===== config.mk =====
export PLATFORM = sky130hd
export DESIGN_NAME = lfip_ctrl
export DESIGN_NICKNAME = d
export VERILOG_FILES = /design/src/design/lfip_pkg.sv /design/src/design/lfip_ctrl.sv
export SDC_FILE = /design/constraint.sdc
export NUM_CORES = 1
export LEC_CHECK = 0
export BUFFER_PORTS_ARGS = -buffer_cell sky130_fd_sc_hd__buf_4
export CORE_AREA = 4 4 41 43
export CTS_CLUSTER_SIZE = 28
export DETAILED_ROUTE_END_ITERATION = 8
export DIE_AREA = 0 0 45 47
export PLACE_DENSITY_LB_ADDON = 0.2
export SYNTH_ARGS = -nofsm -noshare
export SYNTH_HDL_FRONTEND = slang
export SYNTH_SLANG_ARGS = --single-unit

===== constraint.sdc =====
create_clock -name i_clk -period 0.95 [get_ports i_clk]
set_clock_uncertainty 0.15 [all_clocks]
set_input_delay 0.0475 -clock i_clk [delete_from_list [all_inputs] [get_ports i_clk]]
set_output_delay 0.0475 -clock i_clk [all_outputs]
set_load 0.02 [all_outputs]

===== src/design/lfip_pkg.sv =====
// Shared types and constants for the linked free index pool.
package lfip_pkg;

    localparam int CFG_W    = 11;
    localparam int CNT_W    = 11;
    localparam int STATUS_W = 2;
    localparam int APB_DW   = 32;
    localparam int APB_AW   = 3;

    localparam logic [CFG_W-1:0] POOL_RESET = 11'd1024;
    localparam logic [CNT_W-1:0] COUNT_MAX  = 11'd2047;

    localparam logic CMD_POP  = 1'b0;
    localparam logic CMD_PUSH = 1'b1;

    localparam logic REG_POOL_SIZE = 1'b0;

    typedef logic [STATUS_W-1:0] t_status;

    localparam t_status STATUS_OK     = 2'd0;
    localparam t_status STATUS_EMPTY  = 2'd1;
    localparam t_status STATUS_RANGE  = 2'd2;

    typedef struct packed {
        logic start;
        logic sweep;
        logic push;
        logic pop_issue;
        logic pop_empty;
        logic pop_finish;
    } t_dp_cmd;

    typedef struct packed {
        logic head_end;
        logic sweep_last;
    } t_dp_stat;

endpackage


===== src/design/lfip_ctrl.sv =====
// Controller: chain rebuild sweep, pop sequencing and the input/output handshakes.
module lfip_ctrl (
    input  logic                i_clk,
    input  logic                i_rst_n,
    input  logic                i_valid,
    output logic                o_stall,
    input  logic                i_cmd,
    output logic                o_valid,
    input  logic                i_stall,
    input  logic                i_cfg_wr,
    output lfip_pkg::t_dp_cmd   o_cmd,
    input  lfip_pkg::t_dp_stat  i_stat
);

    typedef enum logic [1:0] {
        ST_INIT_START,
        ST_INIT,
        ST_IDLE,
        ST_POP
    } t_state;

    t_state r_state;
    logic   r_out_valid;
    logic   w_accept;
    logic   w_pop;
    logic   w_load;

    assign o_stall  = (r_state != ST_IDLE) | (r_out_valid & i_stall) | i_cfg_wr;
    assign w_accept = i_valid & ~o_stall;
    assign w_pop    = w_accept & (i_cmd == lfip_pkg::CMD_POP);

    always_comb begin
        o_cmd            = '0;
        o_cmd.start      = (r_state == ST_INIT_START);
        o_cmd.sweep      = (r_state == ST_INIT);
        o_cmd.push       = w_accept & (i_cmd == lfip_pkg::CMD_PUSH);
        o_cmd.pop_empty  = w_pop & i_stat.head_end;
        o_cmd.pop_issue  = w_pop & ~i_stat.head_end;
        o_cmd.pop_finish = (r_state == ST_POP);
    end

    assign w_load = o_cmd.push | o_cmd.pop_empty | o_cmd.pop_finish;

    always_ff @(posedge i_clk) begin
        if (!i_rst_n) begin
            r_state     <= ST_INIT_START;
            r_out_valid <= 1'b0;
        end else begin
            if (w_load) begin
                r_out_valid <= 1'b1;
            end else if (r_out_valid && !i_stall) begin
                r_out_valid <= 1'b0;
            end
            if (i_cfg_wr) begin
                r_state <= ST_INIT_START;
            end else begin
                case (r_state)
                    ST_INIT_START: r_state <= ST_INIT;
                    ST_INIT: begin
                        if (i_stat.sweep_last) begin
                            r_state <= ST_IDLE;
                        end
                    end
                    ST_IDLE: begin
                        if (o_cmd.pop_issue) begin
                            r_state <= ST_POP;
                        end
                    end
                    ST_POP:  r_state <= ST_IDLE;
                    default: r_state <= ST_INIT_START;
                endcase
            end
        end
    end

    assign o_valid = r_out_valid;

endmodule


After elaboration in Yosys (flattened, before gate mapping)
Cells that the tools add are included.
{"block": "classes", "addsub": 0, "mul": 0, "n_div": 0, "magnitude_cmp": 0, "eq_ne": 6, "shift": 0, "muxes": 5, "bitwise_logic": 14, "n_reduce_logical": 6}
{"op": "2-bit case mux with 4 select lines", "n": 1}
{"op": "1-bit bitwise AND", "n": 6}
{"op": "2-bit == test, second input constant", "n": 2}
{"op": "2-bit two-way mux", "n": 2}
{"op": "2-bit != test, second input constant", "n": 2}
{"op": "1-bit inverter", "n": 4}
{"op": "1-bit OR", "n": 4}
{"op": "2-bit by 1-bit == test with 1-bit output, second input constant", "n": 1}
{"op": "2-bit logical NOT", "n": 1}
{"op": "1-bit two-way mux", "n": 2}
{"op": "2-bit by 1-bit != test with 1-bit output, second input constant", "n": 1}
{"op": "2-bit AND reduction", "n": 1}
{"op": "2-bit nonzero test", "n": 1}
{"op": "2-bit OR reduction", "n": 1}
{"op": "1-bit logical AND", "n": 1}
{"op": "1-bit logical NOT", "n": 1}
{"block": "totals", "regBits": 3, "latchBits": 0, "ramBits": 0, "mem_bits_ro": 0, "in_bits": 8, "out_inout_bits": 8, "elab_cells": 33, "n_memories": 0}

Logic depth before layout (Yosys ltp)
Gate-level depths: netlist of the first run.
{"block": "logic_depth", "ltp_word": 10, "ltp_mapped": 3, "mapped_depth_nobuf": 3}

Worst setup path after synthesis of the first run
No wires, ideal clock.
{"block": "synth_path", "path_type": "reg2out", "start": "register r_state[0]", "end": "output o_cmd[1] in the netlist's numbering", "arrival_ns": 1.175, "required_time_ns": 0.752, "setup_slack_ns": -0.422, "stages_incl_launch_ff": 4, "path_buffers": 0, "path_cell_list": "dfxtp_1 and2b_2 nand3_1 nor3b_1"}
{"element": "start, declared", "line": "lfip_ctrl.sv:22", "text": "t_state r_state;"}
{"element": "start signal, assigned", "line": "lfip_ctrl.sv:46", "text": "r_state <= ST_INIT_START;"}
{"element": "start signal, assigned", "line": "lfip_ctrl.sv:55", "text": "r_state <= ST_INIT_START;"}
{"element": "start signal, assigned", "line": "lfip_ctrl.sv:58", "text": "ST_INIT_START: r_state <= ST_INIT;"}
{"element": "end, declared", "line": "lfip_ctrl.sv:11", "text": "output lfip_pkg::t_dp_cmd o_cmd,"}

==> results of run 1 <==
[cells in the mapped netlist]
cell type                  n  area [um^2]
sky130_fd_sc_hd__nand2_1   2         7.51
sky130_fd_sc_hd__and2b_1   1         7.51
sky130_fd_sc_hd__nand2b_1  1         6.26
sky130_fd_sc_hd__nor2_1    2         7.51
sky130_fd_sc_hd__dfxtp_1   3         60.1
sky130_fd_sc_hd__o21ai_0   1         5.00
sky130_fd_sc_hd__nand3_1   2         10.0
sky130_fd_sc_hd__nor2b_1   1         6.26
sky130_fd_sc_hd__a21oi_1   2         10.0
sky130_fd_sc_hd__or2_0     1         6.26
sky130_fd_sc_hd__inv_1     2         7.51
sky130_fd_sc_hd__nand4b_1  1         8.76
sky130_fd_sc_hd__and2_2    1         7.51
sky130_fd_sc_hd__nand3b_1  1         7.51
sky130_fd_sc_hd__a21o_2    1         8.76
sky130_fd_sc_hd__nor3b_1   1         7.51
sky130_fd_sc_hd__and2b_2   2         17.5
[power breakdown]
| part | total (W) | switching [W] | internal [W] |
|---|---|---|---|
| combinational | 0.000115 | 0.0000466 | 0.0000683 |
| sequential | 0.000133 | 0.00000189 | 0.000131 |
| clock | 0.000217 | 0.0000603 | 0.000157 |
[metal layers]
| layer | part of all wire | GRT usage | wire, um |
|---|---|---|---|
| met1 | 0.33 | 0.0499 | 232 |
| met2 | 0.58 | 0.136 | 405 |
| met3 | 0.089 | 0.0153 | 62 |
| met4 | 0 | 0.0526 | 0 |
| met5 | 0 | 0 | 0 |
[layout by cell type (no fill, tap or decap), drive strengths merged, types with 2 or more instances in the layout]
master and n:
clkbuf 4, inv 2, dfxtp 3, and2b 3, nand3 2, dlygate4sd3 2
buf 21, nor2 2, a21oi 2, nand2 2
[metrics by stage]
step,setup slack [ns],utilization,cells
2_1_floorplan,-0.169,-,25
6_report,-0.450,0.386,67
5_1_grt,-0.497,0.386,67
3_3_place_gp,-0.186,0.293,59
3_5_place_dp,-0.213,0.293,59
4_1_cts,-0.456,0.374,67
[worst register-to-register path, stage by stage (launching register included)]
cell	delay (ns)
sky130_fd_sc_hd__dfxtp_2	0.31
sky130_fd_sc_hd__and2b_2	0.25
sky130_fd_sc_hd__nand4b_1	0.15
sky130_fd_sc_hd__buf_4	0.17
sky130_fd_sc_hd__a21oi_2	0.10
[final cells by class]
type                       count  area [um^2]  share of cell area
multi-input combinational     20          166               0.332
timing repair buffer          23          219               0.436
sequential                     3         63.8               0.127
clock buffer                   4         26.3              0.0524
inverter                       2         7.51              0.0150
tap                           15         18.8              0.0374
[final timing paths]
path	endpoint	cells past startpoint	slack, ns
min	r_state[0]	3	-0.04
min reg2reg	o_valid	3	0.42
max	o_cmd[1]	4	-0.45
max reg2reg	r_state[0]	4	-0.25
[flip-flops by register name, summed over array words and instances, names as in the netlist]
register  flops
o_valid       1
r_state       2
[repair_timing]
action	4_1_cts	5_1_grt
endpoints found under the setup margin	11	11
endpoints found under the hold margin	3	2
setup buffers	2	2
pin swaps	2	1
gates resized for setup	14	6
[logic make-up after synthesis]
family,share of synthesized area
buffers and inverters,0.0392
AOI/OAI and AO/OA,0.124
and+or+nand+nor,0.523
DFF,0.314
==> metrics.log, run 1 <==
[metrics] Initial Utilization: 0.147
[metrics] Clock H-tree levels: 1
[metrics] Peak Freq: 714 MHz
[metrics] number of cells produced by synthesis: 25
[metrics] area of all placed cells without fillers: around 500 um^2
[metrics] Placeable Area: between 0.001 and 0.0015 mm^2
[metrics] sequential element share of the synthesized area: 0.314
[metrics] largest net degree at the start of global routing: 6
[metrics] synthesized cell area: 191 um^2
[metrics] post-placement cell area: ~380 um^2
[metrics] Max Fanout on Critical Path: 3
[metrics] average wire length per cell after detail routing: 10.4 um
[metrics] mean cell area of the mapped netlist: 7.66 um^2
[metrics] number of nets at the end of the flow: 61
[metrics] Worst Path Class, Setup: flop to primary output
[metrics] clock latency on the worst-skew pair: 0.23 ns
[metrics] detailed-placement wirelength estimate: 540 um
[metrics] vias after detailed routing: around 270
[metrics] number of top-level pins: 16
[metrics] pin slew with the least headroom to its limit: 0.178 ns
[metrics] fillcell total: 150
[metrics] final hold violation count: 2
[metrics] hold bufs inserted after CTS: 2
[metrics] area enclosed by the die boundary: roughly 0.0021 mm^2
[metrics] Data required, critical path: 0.75 ns
[metrics] first-pass GRT wire length: 959 um
[metrics] leak pwr: about 0.23 nW
[metrics] number of different library cells in the post-synthesis netlist: 17
[metrics] critical path startpoint: r_state[0]
[metrics] final antenna diode count: 0
[metrics] sort of element at the end of the critical path: primary output
[metrics] ratio of routed vias to standard cells: between 4 and 5
[metrics] initial antenna violation count: 0
[metrics] post-detailed-route count of antenna-violating nets: 0
[metrics] standard-cell row count: 13
[metrics] number of max-slew violations in the final report: 0
[metrics] failing checks: hold timing, setup timing
[metrics] critical path buffer and inverter count: 1
[metrics] synthesized flop and latch total: 3
[metrics] outcome: complete, but fails checks
[metrics] global-route usage over all layers: 0.0655
[metrics] setup repair after global routing missed its margin: true
[metrics] weighted congestion at the end of routability-driven global placement: 0.688
[metrics] clock slew at reported path FFs: 0.04 ns
[metrics] critical path arrival: 1.20 ns
[metrics] max cap viols: 0
[metrics] Slew HR: 0.881
[metrics] detailed-route wire length: 700 um
[metrics] deepest clock path buffer count: 2
[metrics] Final Setup Violations: 11
[metrics] DRC marker count from the first detailed-route iteration: 1
[metrics] die boundary width: 45 um
[metrics] share of final-layout standard cells stronger than drive strength 1: 0.731
[metrics] number of global-route vias before repair: 272
[metrics] Yosys Warn Count: 0
[metrics] setup slack of the critical path after layout: -0.450 ns
[metrics] die boundary height: 47 um
[metrics] Critical R2R Launch: r_state[0]
[metrics] total congestion overflow: 0
[metrics] final sum of negative setup slack: -2.78 ns
[metrics] post-synthesis to final-layout area growth: 162%
[metrics] Post-Syn Nets: 33
[metrics] path category of the worst min-delay check: input port to flop
[metrics] drt first pass iters: 2
[metrics] buffer cell driving the clock tree root: sky130_fd_sc_hd__clkbuf_4
[metrics] clock sink total: 3
[metrics] Port Buf Inserts: 15
[metrics] delay of the slowest cell on the worst path: 0.31 ns
[metrics] Top Family by Delay on Critical Path: simple AND/OR/NAND/NOR gates
[metrics] CP Launch Type: flop
[metrics] power consumption: between 0.0004 and 0.0005 W
[metrics] number of remaining DRC errors: 0
[metrics] peak supply drop: 0.472 mV
[metrics] post-route minimum period: 1.40 ns
[metrics] cell type of the slowest stage on the worst timing path: sky130_fd_sc_hd__dfxtp_2
[metrics] period utilization: 1.47
[metrics] Inserted Clock Buffers: 3
[metrics] TritonCTS clock tree: yes
[metrics] cell chain of the critical path: and2b_2 -> nand3_4 -> nor3b_4 -> buf_6
[metrics] source of the worst hold timing path: i_stat[0]
[metrics] areal power density over the cells: around 930 mW/mm^2
[metrics] final hold slack: -0.0409 ns
Note: power is estimated with default switching activity, not from simulation.
==> run 2: changes to the inputs <==
- clock period: 0.95 -> 1.3 ns (I/O delays scaled with it)
==> metrics.log, run 2 (synthesis results as in run 1) <==
[metrics] most used cells in the layout excluding fill and tap cells: sky130_fd_sc_hd__buf_4, sky130_fd_sc_hd__dlygate4sd3_1, sky130_fd_sc_hd__clkbuf_4, sky130_fd_sc_hd__buf_6
[metrics] cell chain of the critical path: and2b_2 -> nand3_2 -> nor3b_2 -> buf_4
[metrics] Peak Freq: between 700 and 800 MHz
[metrics] Placeable Area: 0.00130 mm^2 (unchanged)
[metrics] most common cell after layout, fill and taps aside: sky130_fd_sc_hd__buf_4
[metrics] setup repair after global routing missed its margin: true
[metrics] Top Family by Delay on Critical Path: simple AND/OR/NAND/NOR gates
[metrics] critical path arrival: 1.17 ns (-0.03 ns)
[metrics] Critical R2R Launch: r_state[0]
[metrics] max cap viols: 0 (unchanged)
[metrics] Data required, critical path: 1.09 ns (+0.34 ns)
[metrics] fillcell total: 156 (+4.0%)
[metrics] clock latency on the worst-skew pair: 0.23 ns (about the same)
[metrics] Initial Utilization: 0.147 (unchanged)
[metrics] delay of the slowest cell on the worst path: 0.30 ns (about the same)
[metrics] weighted congestion at the end of routability-driven global placement: 0.633 (-8.0%)
[metrics] Slew HR: 0.898 (+0.0168)
[metrics] post-detailed-route count of antenna-violating nets: 0 (unchanged)
[metrics] outcome: complete, but fails checks
[metrics] Clock H-tree levels: 1 (unchanged)
[metrics] post-synthesis to final-layout area growth: 135%
[metrics] source of the worst hold timing path: i_stat[1]
[metrics] critical path buffer and inverter count: 1 (unchanged)
[metrics] ratio of routed vias to standard cells: 3.96 (-2.2%)
[metrics] number of max-slew violations in the final report: 0 (unchanged)
[metrics] Levels on crit path: 4 (unchanged)
[metrics] average wire length per cell after detail routing: 9.10 um (-13%)
[metrics] number of nets at the end of the flow: 62 (+1.6%)
[metrics] leak pwr: 0.217 nW (-6.2%)
[metrics] sort of element at the end of the critical path: primary output
[metrics] final antenna diode count: 0 (unchanged)
[metrics] max FFs per register: 2 (unchanged)
[metrics] detailed-placement wirelength estimate: 448 um (-17%)
[metrics] number of instances on the worst hold path: 4 (+1)
[metrics] area enclosed by the die boundary: 0.00212 mm^2 (unchanged)
[metrics] standard-cell row count: 13 (unchanged)
[metrics] buffer cell driving the clock tree root: sky130_fd_sc_hd__clkbuf_4
[metrics] pin slew with the least headroom to its limit: 0.153 ns (-0.0252 ns)
[metrics] area occupied by multi-input gates: 134 um^2 (-20%)
[metrics] fraction of the core area covered by cells at the end of the flow: 0.346 (-0.0394)
[metrics] final hold slack: 0.113 ns (+0.154 ns)
[metrics] largest net degree at the start of global routing: 6 (unchanged)
[metrics] CP Launch Type: flop
[metrics] critical path startpoint: r_state[0]
[metrics] post-route minimum period: ~1.4 ns
[metrics] clock sink total: 3 (unchanged)
[metrics] Port Buf Inserts: 15 (unchanged)
[metrics] DRC marker count from the first detailed-route iteration: 0 (-1)
[metrics] detailed-route wire length: 619 um (-12%)
[metrics] areal power density over the cells: 730 mW/mm^2 (-21%)
[metrics] area used by sequential logic in the layout: 62.6 um^2 (-2.0%)
[metrics] period utilization: 1.07
[metrics] deepest clock path buffer count: 2 (unchanged)
[metrics] first-pass GRT wire length: 1020 um (+6.5%)
[metrics] total placed cells including tap cells: 57 (-3.4%)
[metrics] final instance count without filler cells: 68 (+1.5%)
[metrics] setup slack of the critical path after layout: -0.0858 ns (+0.364 ns)
[metrics] cell type of the slowest stage on the worst timing path: sky130_fd_sc_hd__dfxtp_2
[metrics] failing checks: setup timing
[metrics] Max Fanout on Critical Path: 3 (unchanged)
[metrics] final sum of negative setup slack: -0.128 ns (+2.65 ns)
[metrics] peak supply drop: 0.318 mV (-33%)
[metrics] number of remaining DRC errors: 0 (unchanged)
[metrics] initial antenna violation count: 0 (unchanged)
[metrics] Final Setup Violations: 3 (-8)
[metrics] die boundary width: 45 um (unchanged)
[metrics] final hold violation count: 0 (-2)
[metrics] number of global-route vias before repair: 280 (+2.9%)
[metrics] total congestion overflow: 0 (unchanged)
[metrics] die boundary height: 47 um (unchanged)
[metrics] clock slew at reported path FFs: 0.04 ns (about the same)
[metrics] global-route usage over all layers: 0.0686 (+0.00310)
[metrics] vias after detailed routing: 269 (-0.74%)
[metrics] path category of the worst min-delay check: input port to flop
[metrics] largest reg by FF count: r_state
[metrics] drt first pass iters: 1 (-1)
[metrics] share of final-layout standard cells stronger than drive strength 1: 0.585 (-0.146)
[metrics] number of cells on the worst reg-to-reg path: 5 (+1)
[metrics] Inserted Clock Buffers: 3 (unchanged)
[metrics] TritonCTS clock tree: yes
[metrics] Worst Path Class, Setup: flop to primary output
[metrics] number of top-level pins: 16 (unchanged)
## run 2: changes by cell type in the layout (fill, tap and decap cells not counted), moves of 2 or more
| cell | change |
|---|---|
| sky130_fd_sc_hd__a21oi_1 | +2 |
| sky130_fd_sc_hd__a21oi_2 | -2 |
| sky130_fd_sc_hd__buf_4 | +7 |
| sky130_fd_sc_hd__buf_6 | -8 |
| sky130_fd_sc_hd__dlygate4sd3_1 | +2 |
| sky130_fd_sc_hd__nor2_1 | +2 |
## run 2: final timing paths
| check | to | slack (ns) |
|---|---|---|
| hold / removal | o_valid | 0.11 |
| setup reg to reg | r_state[0] | 0.06 |
| setup / recovery | o_cmd[1] | -0.09 |
| hold reg to reg | o_valid | 0.43 |
## run 2: per-layer routing
metal | vias to the layer above | global-route usage | part of all wire
met5 | - | 0 | 0
met4 | 0 | 0.0526 | 0
met3 | 0 | 0.0268 | 0.10
met2 | 9 | 0.116 | 0.51
met1 | 118 | 0.0679 | 0.38
li1 | 142 | - | -
## run 2: layout make-up
type | instances | area share
timing repair buffer | 24 | 0.447
multi-input combinational | 20 | 0.297
sequential | 3 | 0.139
clock buffer | 4 | 0.0583
tap | 15 | 0.0417
inverter | 2 | 0.0167
## run 2: metrics by stage
stage	setup slack [ns]	cell area (um^2)	power [W]
after floorplan	0.0855	196	0.000123
after global placement	0.131	343	0.000156
after detailed placement	0.114	343	0.000156
after CTS	-0.103	444	0.000340
after global routing	-0.179	450	0.000353
final	-0.0858	450	0.000329
## run 2: power breakdown
group | internal [W] | total, W | switching (W)
logic | 0.0000408 | 0.0000668 | 0.0000259
registers | 0.0000958 | 0.0000971 | 0.00000131
clock network | 0.000115 | 0.000165 | 0.0000497
## run 2: timing repair
item	in CTS	in global routing
endpoints found under the setup margin	3	6
buffers inserted	3	0
endpoints found under the hold margin	3	0
gates resized for setup	3	4
pin swaps	1	1
hold buffers	4	0
## run 2: tightest hold or removal path: stages
cell	delay, ns
sky130_fd_sc_hd__buf_4	0.08
sky130_fd_sc_hd__or2_0	0.11
sky130_fd_sc_hd__a21oi_1	0.08
sky130_fd_sc_hd__o21ai_1	0.12
==> run 3: changes to the inputs <==
- ABC_AREA: not set -> 1
==> metrics.log, run 3 <==
[metrics] reg-to-reg setup timing slack: 0.01 ns (-0.05 ns)
[metrics] mean cell area of the mapped netlist: 5.53 um^2 (-28%)
[metrics] delay of the slowest cell on the worst path: 0.33 ns (+0.03 ns)
[metrics] clock sink total: 3 (unchanged)
[metrics] cell with the most instances after synthesis: sky130_fd_sc_hd__inv_1
[metrics] Final Setup Violations: 2 (-1)
[metrics] most utilized layer in the global route result: met2
[metrics] largest area contributor in the netlist: sky130_fd_sc_hd__dfxtp_1
[metrics] largest cells by area after synthesis: sky130_fd_sc_hd__dfxtp_1, sky130_fd_sc_hd__inv_1, sky130_fd_sc_hd__nand2_1
[metrics] power consumption: 0.000326 W (-0.88%)
[metrics] post-route minimum period: 1.34 ns (-0.0411 ns)
[metrics] number of remaining DRC errors: 0 (unchanged)
[metrics] cell type of the slowest stage on the worst timing path: sky130_fd_sc_hd__dfxtp_2
[metrics] total congestion overflow: 0 (unchanged)
[metrics] Worst Path Class, Setup: flop to primary output
[metrics] area enclosed by the die boundary: 0.00212 mm^2 (unchanged)
[metrics] Inserted Clock Buffers: 3 (unchanged)
[metrics] cell chain of the critical path: inv_2 -> nand2_2 -> nor2_4 -> nand4_1 -> nor2_2 -> buf_6
[metrics] final hold violation count: 0 (unchanged)
[metrics] setup repair after global routing missed its margin: true
[metrics] Clock H-tree levels: 1 (unchanged)
[metrics] Max Fanout on Critical Path: 4 (+1)
[metrics] Slew HR: 0.898 (about the same)
[metrics] setup slack of the critical path after layout: -0.0447 ns (+0.0411 ns)
[metrics] sort of element at the end of the critical path: primary output
[metrics] outcome: complete, but fails checks
[metrics] failing checks: setup timing
[metrics] synthesized cell area: 199 um^2 (+3.9%)
[metrics] Peak Freq: 744 MHz (+3.1%)
[metrics] drt first pass iters: 1 (unchanged)
[metrics] share of final-layout standard cells stronger than drive strength 1: 0.508 (-0.0770)
[metrics] number of cells produced by synthesis: 36 (+44%)
[metrics] number of nets at the end of the flow: 72 (+16%)
[metrics] number of global-route vias before repair: 277 (-1.1%)
[metrics] clock latency on the worst-skew pair: 0.23 ns (about the same)
[metrics] Port Buf Inserts: 15 (unchanged)
[metrics] most used cells in the layout excluding fill and tap cells: sky130_fd_sc_hd__buf_4, sky130_fd_sc_hd__inv_1, sky130_fd_sc_hd__nor2_1, sky130_fd_sc_hd__nand2_1
[metrics] worst slack, placed: 0.102 ns (-0.0114 ns)
[metrics] largest net degree at the start of global routing: 6 (unchanged)
[metrics] met1 routing resource usage after global routing: 0.0677 (-0.000153)
[metrics] Data required, critical path: 1.09 ns (about the same)
[metrics] peak supply drop: 0.341 mV (+7.2%)
[metrics] buffer cell driving the clock tree root: sky130_fd_sc_hd__clkbuf_4
[metrics] met2 Track Usage GR: 0.102 (-0.0141)
[metrics] number of max-slew violations in the final report: 0 (unchanged)
[metrics] synthesized flop and latch total: 3 (unchanged)
[metrics] number of top-level pins: 16 (unchanged)
[metrics] leak pwr: 0.258 nW (+19%)
[metrics] DRC marker count from the first detailed-route iteration: 0 (unchanged)
[metrics] Synth top cells by count: sky130_fd_sc_hd__inv_1, sky130_fd_sc_hd__nand2_1, sky130_fd_sc_hd__nor2_1, sky130_fd_sc_hd__dfxtp_1, sky130_fd_sc_hd__nand4_1
[metrics] standard-cell row count: 13 (unchanged)
[metrics] CP Launch Type: flop
[metrics] number of different library cells in the post-synthesis netlist: 7 (-10)
[metrics] die boundary width: 45 um (unchanged)
[metrics] vias after detailed routing: 292 (+8.6%)
[metrics] period utilization: 1.03 (-0.0316)
[metrics] largest reg by FF count: r_state
[metrics] detailed-placement wirelength estimate: 476 um (+6.3%)
[metrics] first-pass GRT wire length: 959 um (-6.1%)
[metrics] number of enable flip-flop cells after synthesis: 0 (unchanged)
[metrics] sequential element share of the synthesized area: 0.302 (-0.0118)
[metrics] fraction of the core area covered by cells at the end of the flow: 0.349 (+0.00288)
[metrics] post-synthesis to final-layout area growth: 128%
[metrics] Placeable Area: 0.00130 mm^2 (unchanged)
[metrics] clock slew at reported path FFs: 0.04 ns (about the same)
[metrics] final hold slack: 0.0803 ns (-0.0323 ns)
[metrics] grt met3 use: 0.0268 (unchanged)
[metrics] path category of the worst min-delay check: input port to flop
[metrics] initial antenna violation count: 0 (unchanged)
[metrics] weighted congestion at the end of routability-driven global placement: 0.679 (+7.3%)
[metrics] TritonCTS clock tree: yes
[metrics] Post-Syn Nets: 44 (+33%)
[metrics] Initial Utilization: 0.153 (+0.00577)
[metrics] fillcell total: 165 (+5.8%)
[metrics] prevailing post-synth register cell: sky130_fd_sc_hd__dfxtp_1
[metrics] ratio of routed vias to standard cells: 3.74 (-5.4%)
[metrics] deepest clock path buffer count: 2 (unchanged)
[metrics] most common cell after layout, fill and taps aside: sky130_fd_sc_hd__buf_4
[metrics] global-route usage over all layers: 0.0670 (-0.00163)
[metrics] die boundary height: 47 um (unchanged)
[metrics] areal power density over the cells: 717 mW/mm^2 (-1.7%)
[metrics] critical path arrival: 1.13 ns (-0.04 ns)
[metrics] average wire length per cell after detail routing: 8.21 um (-9.9%)
[metrics] proportion of register bits with asynchronous set or reset after synthesis: 0 (unchanged)
[metrics] detailed-route wire length: 640 um (+3.4%)
[metrics] portion of synthesized cell area occupied by the leading cell type: 0.302 (-0.0118)
[metrics] Yosys Warn Count: 0 (unchanged)
[metrics] max FFs per register: 2 (unchanged)
[metrics] post-detailed-route count of antenna-violating nets: 0 (unchanged)
[metrics] final antenna diode count: 0 (unchanged)
[metrics] pin slew with the least headroom to its limit: 0.152 ns (-0.000401 ns)
[metrics] max cap viols: 0 (unchanged)
run 3: path summary, 6_finish.rpt:
path,end,depth (start not counted),from
worst min-delay path,o_valid,5,i_stat[1]
worst max-delay path,o_cmd[1],6,r_state[0]
worst max register to register,r_state[0],8,r_state[1]
worst min register to register,r_state[1],2,r_state[0]
run 3: critical path, delay by kind of cell (launching register included):
| family | cells | cell delay [ns] |
|---|---|---|
| buf+inv | 2 | 0.19 |
| simple gates | 4 | 0.37 |
| flops | 1 | 0.33 |
run 3: report_power, final:
| group | leakage, nW | switching, W | internal (W) |
|---|---|---|---|
| logic | 0.217 | 0.0000277 | 0.0000367 |
| registers | 0.0255 | 0.00000315 | 0.0000943 |
| clock network | 0.0150 | 0.0000488 | 0.000115 |
| total | 0.258 | 0.0000797 | 0.000246 |
run 3: cell families after synthesis:
logic type,Yosys count,synth area share
DFF,3,0.302
AOI/OAI and AO/OA,2,0.0503
and+or+nand+nor,20,0.440
buffers and inverters,11,0.208
run 3: layer usage:
metal	wire length [um]	vias to the layer above
met4	0	0
met2	307	11
li1	-	159
met5	0	-
met1	273	122
met3	60	0
run 3: timing repair:
action                     CTS  global route
hold buffers                 3             0
gates cloned                 0             0
setup endpoints to repair    3             4
buffers inserted             5             0
gates resized for setup     11             1
hold endpoints to repair     3             0
pin swaps                    5             7
run 3: metrics by stage:
step                      cells  setup TNS [ns]  cell area (um^2)
after floorplan              36               0               199
after global placement       66               0               330
after detailed placement     66               0               330
after CTS                    78          -0.239               454
after global routing         78          -0.438               454
final                        78         -0.0747               454
run 3: final cells by class:
class,instances,area [um^2],share of cell area
flip-flops and latches,3,65.1,0.143
clock buffers,4,26.3,0.0579
multi-input cells,22,111,0.245
well taps,15,18.8,0.0413
inverters,11,41.3,0.0909
repair buffers,23,191,0.421
